==> src/rtl/mws_pkg.sv <==
// Shared constants for the maze walker step unit.
`default_nettype none

package mws_pkg;

    // Default geometry
    localparam int GRID_SIDE_DEF  = 16;
    localparam int DIST_LIMIT_DEF = 12;

    // Cell codes
    localparam int CELL_W = 3;
    localparam logic [CELL_W-1:0] CODE_FREE    = 3'd0;
    localparam logic [CELL_W-1:0] CODE_VISITED = 3'd1;
    localparam logic [CELL_W-1:0] CODE_WALL    = 3'd2;
    localparam logic [CELL_W-1:0] CODE_START   = 3'd3;
    localparam logic [CELL_W-1:0] CODE_FINISH  = 3'd4;

    // Request kinds
    localparam logic [1:0] OP_WRITE   = 2'd0;
    localparam logic [1:0] OP_STEP    = 2'd1;
    localparam logic [1:0] OP_RESTART = 2'd2;

    // Walk phases
    localparam logic [1:0] PH_SEARCH = 2'd0;
    localparam logic [1:0] PH_RETURN = 2'd1;
    localparam logic [1:0] PH_DONE   = 2'd2;

    // Configuration register indexes
    localparam logic [1:0] REG_FINISH_ROW = 2'd0;
    localparam logic [1:0] REG_FINISH_COL = 2'd1;
    localparam logic [1:0] REG_START_ROW  = 2'd2;
    localparam logic [1:0] REG_START_COL  = 2'd3;

    // Configuration reset values
    localparam logic [3:0] FINISH_ROW_RST = 4'd1;
    localparam logic [3:0] FINISH_COL_RST = 4'd7;
    localparam logic [3:0] START_ROW_RST  = 4'd7;
    localparam logic [3:0] START_COL_RST  = 4'd1;

endpackage

`default_nettype wire

==> src/rtl/mws_grid.sv <==
// Grid cell store: one write port, one registered read port.
`default_nettype none

module mws_grid #(
    parameter int DEPTH = mws_pkg::GRID_SIDE_DEF * mws_pkg::GRID_SIDE_DEF,
    parameter int AW    = $clog2(DEPTH)
) (
    input  wire logic                      clk,
    input  wire logic                      wr_en,
    input  wire logic [AW-1:0]             wr_addr,
    input  wire logic [mws_pkg::CELL_W-1:0] wr_code,
    input  wire logic                      rd_en,
    input  wire logic [AW-1:0]             rd_addr,
    output logic      [mws_pkg::CELL_W-1:0] rd_code
);

    logic [mws_pkg::CELL_W-1:0] mem [DEPTH];

    // Write port
    always_ff @(posedge clk)
    begin
        if (wr_en)
        begin
            mem[wr_addr] <= wr_code;
        end
    end

    // Registered read port
    always_ff @(posedge clk)
    begin
        if (rd_en)
        begin
            rd_code <= mem[rd_addr];
        end
    end

endmodule

`default_nettype wire

==> src/rtl/maze_walker_step_unit.sv <==
// Maze walker step unit: top level with sequencer, shared passage judge and ports.
// Write, restart and ignored requests, and step requests once the walk is done,
// give their result in the cycle after acceptance. A walk step reads the grid
// store once per cycle through its single read port (current node, then the
// passages down, up, right, left), judges each passage in a single shared
// compare unit as its data returns, and then decides, writing back the passage
// it takes when it moves; the decision waits while the result register is full,
// and the input is not ready until the step's result is registered.
// The grid store has no reset; a cell must be written before it is read.
`default_nettype none

module maze_walker_step_unit #(
    parameter int GRID_SIDE  = mws_pkg::GRID_SIDE_DEF,
    parameter int DIST_LIMIT = mws_pkg::DIST_LIMIT_DEF
) (
    input  wire logic        clk,
    input  wire logic        rst_n,
    // Input request stream
    input  wire logic        s_tvalid,
    output logic             s_tready,
    input  wire logic [15:0] s_tdata,   // cell_row[3:0], cell_col[7:4], cell_code[10:8]
    input  wire logic [1:0]  s_tuser,   // op[1:0]
    // Result stream
    output logic             m_tvalid,
    input  wire logic        m_tready,
    output logic [15:0]      m_tdata,   // pos_row[3:0], pos_col[7:4], phase[9:8],
                                        // moved[10], stuck[11]
    // Configuration port
    input  wire logic        psel,
    input  wire logic        penable,
    input  wire logic        pwrite,
    input  wire logic [3:0]  paddr,
    input  wire logic [31:0] pwdata,
    output logic      [31:0] prdata,
    output logic             pready
);

    localparam int DEPTH = GRID_SIDE * GRID_SIDE;
    localparam int AW    = $clog2(DEPTH);
    localparam int PW    = ($clog2(GRID_SIDE) > 4) ? $clog2(GRID_SIDE) : 4;
    localparam int XW    = PW + 1;
    localparam int LW    = ((XW + 1) > $clog2(DIST_LIMIT + 1)) ? (XW + 1)
                                                                : $clog2(DIST_LIMIT + 1);
    localparam int CW    = mws_pkg::CELL_W;

    localparam logic [1:0] DIR_DOWN  = 2'd0;
    localparam logic [1:0] DIR_UP    = 2'd1;
    localparam logic [1:0] DIR_RIGHT = 2'd2;
    localparam logic [1:0] DIR_LEFT  = 2'd3;

    typedef enum logic [3:0] {
        ST_IDLE   = 4'b0001,
        ST_NODE   = 4'b0010,
        ST_SCAN   = 4'b0100,
        ST_DECIDE = 4'b1000
    } state_t;

    // Configuration registers
    logic [3:0] finish_row_reg, finish_col_reg, start_row_reg, start_col_reg;

    // Walker state
    state_t        state_reg, state_next;
    logic [PW-1:0] cur_row_reg, cur_row_next;
    logic [PW-1:0] cur_col_reg, cur_col_next;
    logic [1:0]    phase_reg, phase_next;

    // Passage pending in the read port
    logic [1:0]    pend_dir_reg, pend_dir_next;
    logic          pend_tin_reg, pend_tin_next;
    logic [AW-1:0] pend_addr_reg, pend_addr_next;
    logic [PW-1:0] pend_trow_reg, pend_trow_next;
    logic [PW-1:0] pend_tcol_reg, pend_tcol_next;
    logic [LW-1:0] pend_len_reg, pend_len_next;

    // Running choice
    logic [CW-1:0] node_reg, node_next;
    logic          best_found_reg, best_found_next;
    logic [AW-1:0] best_addr_reg, best_addr_next;
    logic [PW-1:0] best_trow_reg, best_trow_next;
    logic [PW-1:0] best_tcol_reg, best_tcol_next;
    logic [1:0]    min_mark_reg, min_mark_next;
    logic [LW-1:0] min_len_reg, min_len_next;
    logic [2:0]    open_cnt_reg, open_cnt_next;

    // Result register
    logic       out_valid_reg, out_valid_next;
    logic [3:0] out_row_reg, out_row_next;
    logic [3:0] out_col_reg, out_col_next;
    logic [1:0] out_phase_reg, out_phase_next;
    logic       out_moved_reg, out_moved_next;
    logic       out_stuck_reg, out_stuck_next;

    // Grid ports
    logic          wr_en, rd_en;
    logic [AW-1:0] wr_addr, rd_addr;
    logic [CW-1:0] wr_code, rd_code;

    // Request fields
    logic [1:0]  in_op;
    logic [3:0]  in_row, in_col;
    logic [CW-1:0] in_code;
    logic        accept, out_free, walk_req;

    assign in_op   = s_tuser;
    assign in_row  = s_tdata[3:0];
    assign in_col  = s_tdata[7:4];
    assign in_code = s_tdata[10:8];

    assign out_free = !out_valid_reg || m_tready;
    assign s_tready = (state_reg == ST_IDLE) && out_free;
    assign accept   = s_tvalid && s_tready;
    assign walk_req = (in_op == mws_pkg::OP_STEP)
                      && ((phase_reg == mws_pkg::PH_SEARCH) || (phase_reg == mws_pkg::PH_RETURN));

    // Configuration port
    assign pready = 1'b1;

    always_ff @(posedge clk or negedge rst_n)
    begin
        if (!rst_n)
        begin
            finish_row_reg <= mws_pkg::FINISH_ROW_RST;
            finish_col_reg <= mws_pkg::FINISH_COL_RST;
            start_row_reg  <= mws_pkg::START_ROW_RST;
            start_col_reg  <= mws_pkg::START_COL_RST;
        end
        else if (psel && penable && pwrite && pready)
        begin
            unique case (paddr[3:2])
                mws_pkg::REG_FINISH_ROW: finish_row_reg <= pwdata[3:0];
                mws_pkg::REG_FINISH_COL: finish_col_reg <= pwdata[3:0];
                mws_pkg::REG_START_ROW:  start_row_reg  <= pwdata[3:0];
                mws_pkg::REG_START_COL:  start_col_reg  <= pwdata[3:0];
                default: ;
            endcase
        end
    end

    always_comb
    begin
        prdata = '0;
        unique case (paddr[3:2])
            mws_pkg::REG_FINISH_ROW: prdata[3:0] = finish_row_reg;
            mws_pkg::REG_FINISH_COL: prdata[3:0] = finish_col_reg;
            mws_pkg::REG_START_ROW:  prdata[3:0] = start_row_reg;
            mws_pkg::REG_START_COL:  prdata[3:0] = start_col_reg;
            default: prdata = '0;
        endcase
    end

    // Coordinates of the passage issued this cycle
    logic [1:0]    issue_dir;
    logic [XW-1:0] cr, cc, p_row, p_col, t_row, t_col;
    logic          no_under, t_in;
    logic [XW-1:0] fr, fc, d_row, d_col;
    logic [LW-1:0] issue_len;
    logic [AW-1:0] issue_addr;

    assign issue_dir = (state_reg == ST_NODE) ? DIR_DOWN : (pend_dir_reg + 2'd1);
    assign cr = XW'(cur_row_reg);
    assign cc = XW'(cur_col_reg);

    always_comb
    begin
        p_row    = cr;
        p_col    = cc;
        t_row    = cr;
        t_col    = cc;
        no_under = 1'b1;
        case (issue_dir)
            DIR_DOWN:
            begin
                p_row = cr + XW'(1);
                t_row = cr + XW'(2);
            end
            DIR_UP:
            begin
                p_row    = cr - XW'(1);
                t_row    = cr - XW'(2);
                no_under = (cr >= XW'(2));
            end
            DIR_RIGHT:
            begin
                p_col = cc + XW'(1);
                t_col = cc + XW'(2);
            end
            default:
            begin
                p_col    = cc - XW'(1);
                t_col    = cc - XW'(2);
                no_under = (cc >= XW'(2));
            end
        endcase
    end

    assign t_in = no_under && (t_row < XW'(GRID_SIDE)) && (t_col < XW'(GRID_SIDE));
    assign issue_addr = AW'(p_row * GRID_SIDE + p_col);

    // Manhattan distance from passage to finish
    assign fr = XW'(finish_row_reg);
    assign fc = XW'(finish_col_reg);
    assign d_row = (fr > p_row) ? (fr - p_row) : (p_row - fr);
    assign d_col = (fc > p_col) ? (fc - p_col) : (p_col - fc);
    assign issue_len = LW'(d_row) + LW'(d_col);

    // Current node address
    logic          node_in;
    logic [AW-1:0] node_addr;

    assign node_in   = (cr < XW'(GRID_SIDE)) && (cc < XW'(GRID_SIDE));
    assign node_addr = AW'(cr * GRID_SIDE + cc);

    // Shared passage judge
    logic [CW-1:0] code_eval;
    logic          open_eval, search_take, ret_take, take;

    assign code_eval   = pend_tin_reg ? rd_code : mws_pkg::CODE_WALL;
    assign open_eval   = pend_tin_reg && (code_eval != mws_pkg::CODE_WALL);
    assign search_take = open_eval
                         && ((code_eval < CW'(min_mark_reg))
                             || ((code_eval == CW'(min_mark_reg))
                                 && (pend_len_reg < min_len_reg)));
    assign ret_take    = !best_found_reg && pend_tin_reg
                         && (code_eval == mws_pkg::CODE_VISITED);
    assign take        = (phase_reg == mws_pkg::PH_SEARCH) ? search_take : ret_take;

    // Grid read requests
    assign rd_en   = (accept && walk_req) || (state_reg == ST_NODE)
                     || ((state_reg == ST_SCAN) && (pend_dir_reg != DIR_LEFT));
    assign rd_addr = (state_reg == ST_IDLE) ? node_addr : issue_addr;

    // Sequencer and next-state logic
    logic          dec_wr;
    logic [CW-1:0] dec_code;
    logic          cell_in;

    assign cell_in = (XW'(in_row) < XW'(GRID_SIDE)) && (XW'(in_col) < XW'(GRID_SIDE));

    always_comb
    begin
        state_next      = state_reg;
        cur_row_next    = cur_row_reg;
        cur_col_next    = cur_col_reg;
        phase_next      = phase_reg;
        pend_dir_next   = pend_dir_reg;
        pend_tin_next   = pend_tin_reg;
        pend_addr_next  = pend_addr_reg;
        pend_trow_next  = pend_trow_reg;
        pend_tcol_next  = pend_tcol_reg;
        pend_len_next   = pend_len_reg;
        node_next       = node_reg;
        best_found_next = best_found_reg;
        best_addr_next  = best_addr_reg;
        best_trow_next  = best_trow_reg;
        best_tcol_next  = best_tcol_reg;
        min_mark_next   = min_mark_reg;
        min_len_next    = min_len_reg;
        open_cnt_next   = open_cnt_reg;
        out_valid_next  = out_valid_reg && !m_tready;
        out_row_next    = out_row_reg;
        out_col_next    = out_col_reg;
        out_phase_next  = out_phase_reg;
        out_moved_next  = out_moved_reg;
        out_stuck_next  = out_stuck_reg;
        dec_wr          = 1'b0;
        dec_code        = mws_pkg::CODE_VISITED;

        unique case (state_reg)
            ST_IDLE:
            begin
                if (accept)
                begin
                    if (walk_req)
                    begin
                        pend_tin_next = node_in;
                        state_next    = ST_NODE;
                    end
                    else
                    begin
                        // Answered straight from the idle state
                        if (in_op == mws_pkg::OP_RESTART)
                        begin
                            cur_row_next = PW'(start_row_reg);
                            cur_col_next = PW'(start_col_reg);
                            phase_next   = mws_pkg::PH_SEARCH;
                        end
                        out_valid_next = 1'b1;
                        out_row_next   = cur_row_next[3:0];
                        out_col_next   = cur_col_next[3:0];
                        out_phase_next = phase_next;
                        out_moved_next = 1'b0;
                        out_stuck_next = 1'b0;
                    end
                end
            end
            ST_NODE:
            begin
                node_next       = code_eval;
                best_found_next = 1'b0;
                min_mark_next   = 2'd2;
                min_len_next    = LW'(DIST_LIMIT);
                open_cnt_next   = '0;
                pend_dir_next   = issue_dir;
                pend_tin_next   = t_in;
                pend_addr_next  = issue_addr;
                pend_trow_next  = PW'(t_row);
                pend_tcol_next  = PW'(t_col);
                pend_len_next   = issue_len;
                state_next      = ST_SCAN;
            end
            ST_SCAN:
            begin
                // Judge the returned passage
                open_cnt_next = open_cnt_reg + {2'b00, open_eval};
                if (take)
                begin
                    best_found_next = 1'b1;
                    best_addr_next  = pend_addr_reg;
                    best_trow_next  = pend_trow_reg;
                    best_tcol_next  = pend_tcol_reg;
                    min_mark_next   = code_eval[1:0];
                    min_len_next    = pend_len_reg;
                end
                // Issue the next passage
                if (pend_dir_reg == DIR_LEFT)
                begin
                    state_next = ST_DECIDE;
                end
                else
                begin
                    pend_dir_next  = issue_dir;
                    pend_tin_next  = t_in;
                    pend_addr_next = issue_addr;
                    pend_trow_next = PW'(t_row);
                    pend_tcol_next = PW'(t_col);
                    pend_len_next  = issue_len;
                end
            end
            ST_DECIDE:
            begin
                if (out_free)
                begin
                    out_moved_next = 1'b0;
                    out_stuck_next = 1'b0;
                    if (phase_reg == mws_pkg::PH_SEARCH)
                    begin
                        if ((node_reg == mws_pkg::CODE_FINISH) || !best_found_reg)
                        begin
                            phase_next = mws_pkg::PH_RETURN;
                        end
                        else
                        begin
                            // Dead end off the start gets walled
                            dec_wr   = 1'b1;
                            dec_code = ((open_cnt_reg < 3'd2)
                                        && (node_reg != mws_pkg::CODE_START))
                                       ? mws_pkg::CODE_WALL : mws_pkg::CODE_VISITED;
                            cur_row_next   = best_trow_reg;
                            cur_col_next   = best_tcol_reg;
                            out_moved_next = 1'b1;
                        end
                    end
                    else
                    begin
                        if (node_reg == mws_pkg::CODE_START)
                        begin
                            phase_next = mws_pkg::PH_DONE;
                        end
                        else if (best_found_reg)
                        begin
                            dec_wr         = 1'b1;
                            dec_code       = mws_pkg::CODE_WALL;
                            cur_row_next   = best_trow_reg;
                            cur_col_next   = best_tcol_reg;
                            out_moved_next = 1'b1;
                        end
                        else
                        begin
                            out_stuck_next = 1'b1;
                        end
                    end
                    out_valid_next = 1'b1;
                    out_row_next   = cur_row_next[3:0];
                    out_col_next   = cur_col_next[3:0];
                    out_phase_next = phase_next;
                    state_next     = ST_IDLE;
                end
            end
            default:
            begin
                state_next = ST_IDLE;
            end
        endcase
    end

    // Grid write requests
    assign wr_en   = (accept && (in_op == mws_pkg::OP_WRITE) && cell_in) || dec_wr;
    assign wr_addr = dec_wr ? best_addr_reg : AW'(XW'(in_row) * GRID_SIDE + XW'(in_col));
    assign wr_code = dec_wr ? dec_code : in_code;

    mws_grid #(
        .DEPTH (DEPTH),
        .AW    (AW)
    ) u_grid (
        .clk     (clk),
        .wr_en   (wr_en),
        .wr_addr (wr_addr),
        .wr_code (wr_code),
        .rd_en   (rd_en),
        .rd_addr (rd_addr),
        .rd_code (rd_code)
    );

    // State registers
    always_ff @(posedge clk or negedge rst_n)
    begin
        if (!rst_n)
        begin
            state_reg      <= ST_IDLE;
            cur_row_reg    <= PW'(mws_pkg::START_ROW_RST);
            cur_col_reg    <= PW'(mws_pkg::START_COL_RST);
            phase_reg      <= mws_pkg::PH_SEARCH;
            out_valid_reg  <= 1'b0;
            best_found_reg <= 1'b0;
            pend_dir_reg   <= DIR_DOWN;
            pend_tin_reg   <= 1'b0;
        end
        else
        begin
            state_reg      <= state_next;
            cur_row_reg    <= cur_row_next;
            cur_col_reg    <= cur_col_next;
            phase_reg      <= phase_next;
            out_valid_reg  <= out_valid_next;
            best_found_reg <= best_found_next;
            pend_dir_reg   <= pend_dir_next;
            pend_tin_reg   <= pend_tin_next;
        end
    end

    // Payload registers
    always_ff @(posedge clk)
    begin
        pend_addr_reg <= pend_addr_next;
        pend_trow_reg <= pend_trow_next;
        pend_tcol_reg <= pend_tcol_next;
        pend_len_reg  <= pend_len_next;
        node_reg      <= node_next;
        best_addr_reg <= best_addr_next;
        best_trow_reg <= best_trow_next;
        best_tcol_reg <= best_tcol_next;
        min_mark_reg  <= min_mark_next;
        min_len_reg   <= min_len_next;
        open_cnt_reg  <= open_cnt_next;
        out_row_reg   <= out_row_next;
        out_col_reg   <= out_col_next;
        out_phase_reg <= out_phase_next;
        out_moved_reg <= out_moved_next;
        out_stuck_reg <= out_stuck_next;
    end

    // Result stream
    assign m_tvalid = out_valid_reg;
    assign m_tdata  = {4'b0000, out_stuck_reg, out_moved_reg, out_phase_reg,
                       out_col_reg, out_row_reg};

    // Checks
    a_one_at_a_time: assert property (@(posedge clk) disable iff (!rst_n)
        (s_tvalid && s_tready && walk_req) |=> !s_tready)
        else $error("second request taken while a walk step is in progress");

    a_moved_or_stuck: assert property (@(posedge clk) disable iff (!rst_n)
        m_tvalid |-> !(out_moved_reg && out_stuck_reg))
        else $error("result both moved and stuck");

    a_done_no_move: assert property (@(posedge clk) disable iff (!rst_n)
        (m_tvalid && (out_phase_reg == mws_pkg::PH_DONE)) |-> !out_moved_reg)
        else $error("walker moved in done phase");

    a_move_in_grid: assert property (@(posedge clk) disable iff (!rst_n)
        (m_tvalid && out_moved_reg) |-> ((XW'(cur_row_reg) < XW'(GRID_SIDE))
                                         && (XW'(cur_col_reg) < XW'(GRID_SIDE))))
        else $error("walker moved outside the grid");

endmodule

`default_nettype wire
==> config.mk <==
export PLATFORM = sky130hd
export DESIGN_NAME = maze_walker_step_unit
export DESIGN_NICKNAME = d
export VERILOG_FILES = /design/src/rtl/mws_pkg.sv /design/src/rtl/mws_grid.sv /design/src/rtl/maze_walker_step_unit.sv
export SDC_FILE = /design/constraint.sdc
export NUM_CORES = 1
export LEC_CHECK = 0
export BUFFER_PORTS_ARGS = -buffer_cell sky130_fd_sc_hd__buf_2
export CAP_MARGIN = 20
export CORE_ASPECT_RATIO = 1.5
export CORE_MARGIN = 2
export CORE_UTILIZATION = 60
export CTS_CLUSTER_SIZE = 20
export DETAILED_ROUTE_END_ITERATION = 7
export PLACE_DENSITY_LB_ADDON = 0.25
export SETUP_SLACK_MARGIN = 0.02
export SYNTH_ARGS = -nofsm -noshare
export SYNTH_HDL_FRONTEND = slang
export SYNTH_HIERARCHICAL = 1
export SYNTH_SLANG_ARGS = --single-unit
==> constraint.sdc <==
create_clock -name clk -period 21.7 [get_ports clk]
set_clock_uncertainty 0.05 [all_clocks]
set_input_delay 2.17 -clock clk [delete_from_list [all_inputs] [get_ports clk]]
set_output_delay 2.17 -clock clk [all_outputs]
set_load 0.05 [all_outputs]
==> results of run 1 <==
logic make-up (layout without fill, tap and decap cells):
logic type	after synthesis	in the layout
flops	870	870
other cells	2	33
xor+xnor	19	19
simple gates	600	600
fa+ha+maj	54	54
mux	275	275
buf+inv	221	277
compound gates	270	270
cell usage in the layout, fill, tap and decap left out, types with 14 or more instances in the layout:
cell and count:
sky130_fd_sc_hd__clkbuf_16 78, sky130_fd_sc_hd__a21oi_1 51, sky130_fd_sc_hd__nand2_1 67, sky130_fd_sc_hd__buf_4 39
sky130_fd_sc_hd__nor2b_1 41, sky130_fd_sc_hd__buf_2 43, sky130_fd_sc_hd__nand4_1 14, sky130_fd_sc_hd__a22oi_1 52
sky130_fd_sc_hd__ha_1 47, sky130_fd_sc_hd__o21ai_0 25, sky130_fd_sc_hd__nor3_1 25, sky130_fd_sc_hd__dfrtp_1 22
sky130_fd_sc_hd__mux2i_1 95, sky130_fd_sc_hd__clkinv_2 14, sky130_fd_sc_hd__clkinv_1 14, sky130_fd_sc_hd__inv_1 45
sky130_fd_sc_hd__nand3_1 47, sky130_fd_sc_hd__bufinv_16 14, sky130_fd_sc_hd__mux2_2 22, sky130_fd_sc_hd__nand2b_1 21
sky130_fd_sc_hd__nor2_1 305, sky130_fd_sc_hd__o22ai_1 25, sky130_fd_sc_hd__mux4_2 157, sky130_fd_sc_hd__edfxtp_1 835
sky130_fd_sc_hd__conb_1 33
area by class of cell:
type	count	area (µm²)	share of cell area, %
flip-flops and latches	870	26000	63.4
clock buffers	85	1980	4.83
multi-input cells	1251	10600	25.8
repair buffers	87	618	1.51
inverters	49	184	0.449
well taps	798	998	2.44
clock inverters	56	677	1.65
metal layers:
metal  vias up  GRT usage [%]
li1       8999              -
met1     10600           31.4
met2       921           49.8
met3       227           4.71
met4         0           15.0
met5         -              0
stage by stage:
| stage | area (µm²) | cells | power, W |
|---|---|---|---|
| 6_report | 41000 | 3196 | 0.00459 |
| 5_1_grt | 41000 | 3196 | 0.00475 |
| 4_1_cts | 40900 | 3193 | 0.00460 |
| 3_5_place_dp | 38300 | 3052 | 0.00317 |
| 3_3_place_gp | 38300 | 3052 | 0.00315 |
| 2_1_floorplan | 37600 | 2342 | 0.00285 |
final timing paths:
| path | startpoint | to | slack [ns] | depth (start not counted) |
|---|---|---|---|---|
| min | pend_tcol_reg[2] | best_tcol_reg[2] | 0.37 | 0 |
| max in group asynchronous | rst_n | best_found_reg | 19.50 | 1 |
| min reg2reg | pend_tcol_reg[2] | best_tcol_reg[2] | 0.37 | 0 |
| max | pend_dir_reg[0] | u_grid/rd_code[2] | 14.89 | 15 |
| min in group asynchronous | rst_n | finish_row_reg[3] | 1.59 | 1 |
| max reg2reg | pend_dir_reg[0] | u_grid/rd_code[2] | 14.89 | 15 |
power by group:
part	switching, W	leakage (nW)	internal [W]
clock	0.000606	1.29	0.000832
combinational	0.000737	4.18	0.000502
sequential	0.0000269	7.93	0.00189
critical path: cells and delay by family (launching register included):
family	cells	cell delay [ns]
compound gates	4	1.23
fa+ha+maj	2	1.10
buf+inv	3	1.62
flops	1	0.58
mux	2	0.92
simple gates	4	0.88
==> results, run 1 <==
- The run finished with clean final reports.
- The synthesis-to-finish area growth is 9.32%.
- For this run, the number of Yosys warnings is 6.
- The maximum count of clock buffers along a single path is 3.
- In the routed layout, each cell is associated on average with a via count of 6.50.
- The first global-routing pass estimated 131000 µm of wire.
- The synthesized design spends more area on one cell type than any other, namely sky130_fd_sc_hd__edfxtp_1.
- In this run the cell area of the synthesized design comes to 37500 µm².
- Summing the areas of all xor and xnor instances in the mapped netlist gives 0.481% of the synthesized area.
- The highest clock frequency the design can meet is 147 MHz.
- A synthesized cell averages 16.2 µm².
- In this run the worst hold path is classified as flip-flop to flip-flop.
- The top cell type by area accounts for 66.9% of the synthesized area.
- The die is 310 µm tall.
- Dividing the detail-routed wire length by the instance count gives 27.4 µm.
- The register with the most flip-flops in the layout has 768 of them.
- The placed wire-length estimate is 55600 µm.
- The deepest level of the CTS H-tree is 3.
- The area of the die is 64500 µm².
- The routed design uses 6350 µm of met3 wire.
- Across all hold checks on the routed design, the worst slack comes to 0.370 ns.
- The total count of max-transition violations in the final report was 0.
- STA classifies the critical path startpoint as a flip-flop.
- The CTS tree is done.
- After synthesis, the share of flip-flops with an asynchronous set or reset is 4.02%.
- Of the available clock period, the critical path in the final layout requires 31.4%.
- The peak per-stage delay on the critical path is 0.81 ns.
- Counting flops and latches in the post-synthesis netlist gives 870.
- In this run the clock root is driven by a sky130_fd_sc_hd__clkbuf_16.
- CTS saw 870 sinks.
- The post-route netlist has 18.2% of its cells at a drive strength greater than 1.
- After floorplanning, the core was sized to cover 62100 µm².
- The post-CTS clock slew at the launch and capture registers of the worst setup and hold paths is 0.07 ns.
- The initial antenna violation count was 0.
- Of the total synthesized cell area, the portion taken by full adders, half adders and majority gates is 1.94%.
- The share of synthesized area occupied by flip-flops and latches is 69.3%.
- After Yosys synthesis, and, or, nand and nor cells account for 7.56% of the synthesized area.
- The number of nets at the end of the flow is 2451.
- The total global routing track utilization is 27.6%.
- In this run, the number of DRC markers left after iteration 0 of detailed routing was 2411.
- The core occupancy in the finished layout is 66.0%.
- The combinational family with the most area after synthesis is multiplexers.
- Dividing total power by cell area gives a power density of 112 nW/µm².
- The sum of negative setup slack is 0 ns.
- The quantity of hold-fixing buffers added after cts is 0.
- By area the synthesized netlist is led by sky130_fd_sc_hd__edfxtp_1, sky130_fd_sc_hd__mux4_2, sky130_fd_sc_hd__nor2_1, sky130_fd_sc_hd__mux2i_1, sky130_fd_sc_hd__ha_1.
- The transition at the pin with the smallest max-transition slack is 1.26 ns.
- The number of max-cap violations is 0.
- The routability congestion estimate is 0.845.
- The die extent in x is 208 µm.
- The peak supply drop is 0.0950 mV.
- The netlist uses 84 different library cells.
- The number of diodes added for antenna fixing is 0.
- The required arrival time at the worst endpoint is 22.01 ns.
- In the post-synthesis netlist, the cell with the most instances is sky130_fd_sc_hd__edfxtp_1.
- The count of final hold-check violations came to 0.
- The mux cell area share after synthesis is 12.7%.
- The number of endpoints failing setup at the final stage is 0.
- In this run the tightest slew margin relative to its limit is 16.1%.
- The later pin in the worst-skew pair is clocked with a latency of 0.64 ns.
- Once the floorplan was initialized, standard cells occupied 60.4% of the core.
- The post-route minimum period is 6.81 ns.
- The detailed-route wire length on metal 1 is 29900 µm.
- Setup slack on the critical path of the routed design comes to 14.89 ns.
- Among all flip-flop cells after synthesis, the most frequent one is sky130_fd_sc_hd__edfxtp_1.
- Clock tree synthesis inserted a total of 77 buffers.
- The final route contains 20800 vias.
- The filler cell count is 4088.
- The routed length on met2 is 46700 µm.
- The highest fanout seen on the critical path is 66.
- The total iterations of the first detailed-routing run is 6.
- Port buffering added 43 buffers.
- For this run, design rule violations remaining after detail routing come to 0.
- The complex-gate fraction of the synthesized area is 4.95%.
- Counting flops with a built-in enable in the synthesized netlist gives 835.
- The antenna violation net count after detailed routing is 0.
- Traced cell by cell, the critical path runs through ha_1, nand3_1, inv_1, fa_1, nor2_1, a21oi_1, a21oi_4, buf_4, buf_4, mux4_2, mux4_2, nor3b_2, a31oi_1, and3_1, a311o_1.
- The critical path data arrival time is 7.12 ns.
- Synthesis handed over a netlist of 2311 instances.
- The maximum number of pins on one net before global-route repair is 257.
- The master of the slowest instance on the critical path is sky130_fd_sc_hd__buf_4.
- The pre-CTS setup slack is 14.52 ns.
- Buffers added to address setup during post-CTS repair amount to 0.
- The detailed router used layers up to and including met4.
- The total wire length after detailed routing is 87700 µm.
- The total leakage power is 13.4 nW.
- The type of destination of the critical path is a flip-flop.
- The via count of the first global-routing pass is 21500.
- The number of top-level design ports is 112.
- The worst setup path is of the flip-flop to flip-flop kind.
- The global route total overflow is 0.
- The post-cts resize count is 0.
- After floorplanning, the core was divided into 112 placement rows.
- Setup repair after global routing left no endpoint under its margin.
- By count the netlist is led by sky130_fd_sc_hd__edfxtp_1, sky130_fd_sc_hd__nor2_1, sky130_fd_sc_hd__mux4_2, sky130_fd_sc_hd__mux2i_1, sky130_fd_sc_hd__clkbuf_1.
No activity file was read; power rests on OpenSTA's default activity.
==> run 2, diff against run 1 <==
Settings changed: CORE_UTILIZATION 60 to 56.
Clock period 21.7 ns to 5.65 ns, I/O delays scaled along.
==> results, run 2 (same netlist as run 1, synthesis figures left out) <==
- The remaining design rule violation count is 0 (unchanged).
- The deepest level of the CTS H-tree is 3 (unchanged).
- The overall die height is 321 µm (+3.5%).
- The antenna violation net count after detailed routing was 0 (unchanged).
- The cell family with the largest share of critical-path delay is simple AND/OR/NAND/NOR gates.
- The sum of negative setup slack is 0 ns (unchanged).
- The total setup buffers inserted after CTS is 0 (unchanged).
- The clock latency on the worst-skew pair is 0.63 ns (about the same).
- The worst slew margin relative to its limit came to 0.338% (-16 points).
- The initial antenna violation count is 0 (unchanged).
- The starting density of the core is 56.4% (-4.0 points).
- The count of final hold-check violations was 0 (unchanged).
- The most common cell type on the critical path is sky130_fd_sc_hd__nor2b_1.
- The number of DRC violations after detailed-routing iteration 0 is 2565 (+6.4%).
- The path category of the worst min-delay check is primary input to flip-flop.
- The cell sitting at the root of the clock tree is a sky130_fd_sc_hd__clkbuf_16.
- TritonCTS built the clock tree.
- The placed wire-length estimate was 58400 µm (+4.9%).
- The wire length per cell was 27.0 µm (-1.5%).
- The worst setup path is launched from a flip-flop.
- The total cell area at the placement stage was 38800 µm² (+1.5%).
- The post-route minimum period came to 5.34 ns (-1.47 ns).
- The total iterations of the first detailed-routing run is 7 (+1).
- Setup repair after global routing left no endpoint under its margin.
- The core area is 66500 µm² (+7.1%).
- The maximum number of pins on one net before global-route repair is 243 (-5.4%).
- The synthesis-to-finish area growth is 10.7%.
- The routability congestion estimate is 0.908 (+7.5%).
- The peak per-stage delay on the critical path is 0.57 ns (-0.24 ns).
- The number of nets at the end of the flow came to 2491 (+1.6%).
- The cell area after layout came to 41500 µm² (+1.3%).
- The number of top-level design ports is 112 (unchanged).
- The flow ran to the end, and the final reports show no timing, DRC or antenna violations.
- The via count is 21000 (+1.3%).
- The library cells used most frequently in the layout, excluding fill and tap cells, are sky130_fd_sc_hd__edfxtp_1, sky130_fd_sc_hd__nor2_1, sky130_fd_sc_hd__mux4_2, sky130_fd_sc_hd__mux2i_1, sky130_fd_sc_hd__clkbuf_16.
- The power density of the placed cells came to 424 nW/µm² (+280%).
- The number of sinks on the clock net is 870 (unchanged).
- The type of destination of the critical path is a flip-flop.
- The worst setup path is of the flip-flop to flip-flop kind.
- The highest clock frequency the design can meet is 187 MHz (+28%).
- The global route total overflow is 0 (unchanged).
- The number of endpoints failing setup at the final stage is 0 (unchanged).
- The highest fanout seen on the critical path is 15 (-77%).
- The critical path data arrival time is 5.74 ns (-1.38 ns).
- The post-CTS clock slew at the launch and capture registers of the worst setup and hold paths is 0.07 ns (about the same).
- The share of layout cells above drive strength 1 was 19.8% (+1.6 points).
- The vias per cell is 6.33 (-2.6%).
- The master of the slowest instance on the critical path is sky130_fd_sc_hd__or4b_4.
- The total leakage power is 13.6 nW (+1.7%).
- The signal on the critical path passes through or4b_4, nand3_1, inv_1, fa_1, nor2b_1, o21ai_0, nor4b_2, or2_1, ha_1, nand2_1, o21ai_2, buf_4, nor2b_1, a22oi_1, a31oi_1, nand4_1, o211ai_1.
- The global-route wire length before repair is 134000 µm (+2.4%).
- The maximum count of clock buffers along a single path is 3 (unchanged).
- The required arrival time at the worst endpoint is 6.06 ns (-15.95 ns).
- The total global routing track utilization is 26.4% (-1.2 points).
- The area of the die is 69100 µm² (+7.0%).
- The peak supply drop is 0.284 mV (+200%).
- The final critical-path share of the clock period is 94.5% (+63 points).
- The TritonCTS buffer count was 76 (-1.3%).
- The number of buffer and inverter stages on the critical path is 2 (-1).
- The total count of max-transition violations in the final report came to 0 (unchanged).
- The die extent in x was 215 µm (+3.4%).
- The total wire length after detailed routing is 89800 µm (+2.4%).
- The transition at the pin with the smallest max-transition slack was 1.49 ns (+0.237 ns).
- The count of buffers inserted at the top-level ports was 43 (unchanged).
- The core occupancy in the finished layout is 62.5% (-3.6 points).
- The via count of the first global-routing pass was 21800 (+1.3%).
- The number of diodes added for antenna fixing was 0 (unchanged).
- The number of placement rows came to 116 (+3.6%).
- The number of max-cap violations came to 0 (unchanged).
- The leading cell type in the layout, fill and taps excluded is sky130_fd_sc_hd__edfxtp_1.
- The flip-flop count of the largest register, all copies and words added is 768 (unchanged).
==> run 2: changes by cell type in the layout (fill, tap and decap cells not counted), sizes merged <==
cell         before  now
clkinvlp          5    4
clkinv           32   34
clkbuf           85   88
buf              87  127
inv              54   51
dlygate4sd3       0    1
bufinv           14   12
==> run 2: report_power, final <==
group / internal, W / total (W) / leakage (nW) / switching, W
clock: 0.00313 / 0.00544 / 1.29 / 0.00230
sequential: 0.00724 / 0.00734 / 7.93 / 0.000101
combinational: 0.00207 / 0.00483 / 4.42 / 0.00276
==> run 2: final timing paths <==
| kind | from | to | slack [ns] | depth (start not counted) |
|---|---|---|---|---|
| max | state_reg[2] | u_grid/rd_code[1] | 0.31 | 17 |
| min | pwdata[2] | finish_col_reg[2] | 0.15 | 3 |
| max reg2reg | state_reg[2] | u_grid/rd_code[1] | 0.31 | 17 |
| min reg2reg | pend_trow_reg[1] | best_trow_reg[1] | 0.37 | 0 |
| max in group asynchronous | rst_n | state_reg[1] | 4.40 | 2 |
| min in group asynchronous | rst_n | start_col_reg[1] | 0.53 | 2 |
==> run 2: timing repair <==
item	CTS	global route
endpoints found under the hold margin	11	0
hold buffers	1	0
setup endpoints to repair	0	5
resized for setup	0	10
==> run 2: layout make-up <==
type	instances	area (µm²)
inverter	49	184
fill	4702	25000
multi-input combinational	1251	10600
clock inverter	52	621
tap	885	1110
sequential	870	26000
clock buffer	88	2010
timing repair buffer	128	1040
==> run 2: through the flow <==
| stage | std cells | setup WS, ns | hold WS (ns) | total power, W |
|---|---|---|---|---|
| global route | 3323 | 0.0683 | 0.156 | 0.0183 |
| detailed placement | 3182 | 0.109 | 0.355 | 0.0123 |
| floorplan | 2342 | 0.694 | 0.219 | 0.0109 |
| global placement | 3180 | 0.318 | 0.350 | 0.0122 |
| CTS | 3323 | 0.0945 | 0.118 | 0.0177 |
| finish | 3323 | 0.312 | 0.146 | 0.0176 |
==> run 2: metal layers <==
| metal | share of wire [%] | routed length [µm] | global-route usage [%] | vias up |
|---|---|---|---|---|
| li1 | - | - | - | 9100 |
| met1 | 34 | 30900 | 30.5 | 10700 |
| met3 | 7.1 | 6390 | 4.09 | 252 |
| met4 | 5.9 | 5320 | 14.2 | 0 |
| met2 | 53 | 47200 | 47.2 | 986 |
| met5 | 0 | 0 | 0 | - |
==> run 2: worst min-delay path: stages <==
cell and delay [ns]:
sky130_fd_sc_hd__buf_2 0.13, sky130_fd_sc_hd__nand2_1 0.05, sky130_fd_sc_hd__o21ai_0 0.07
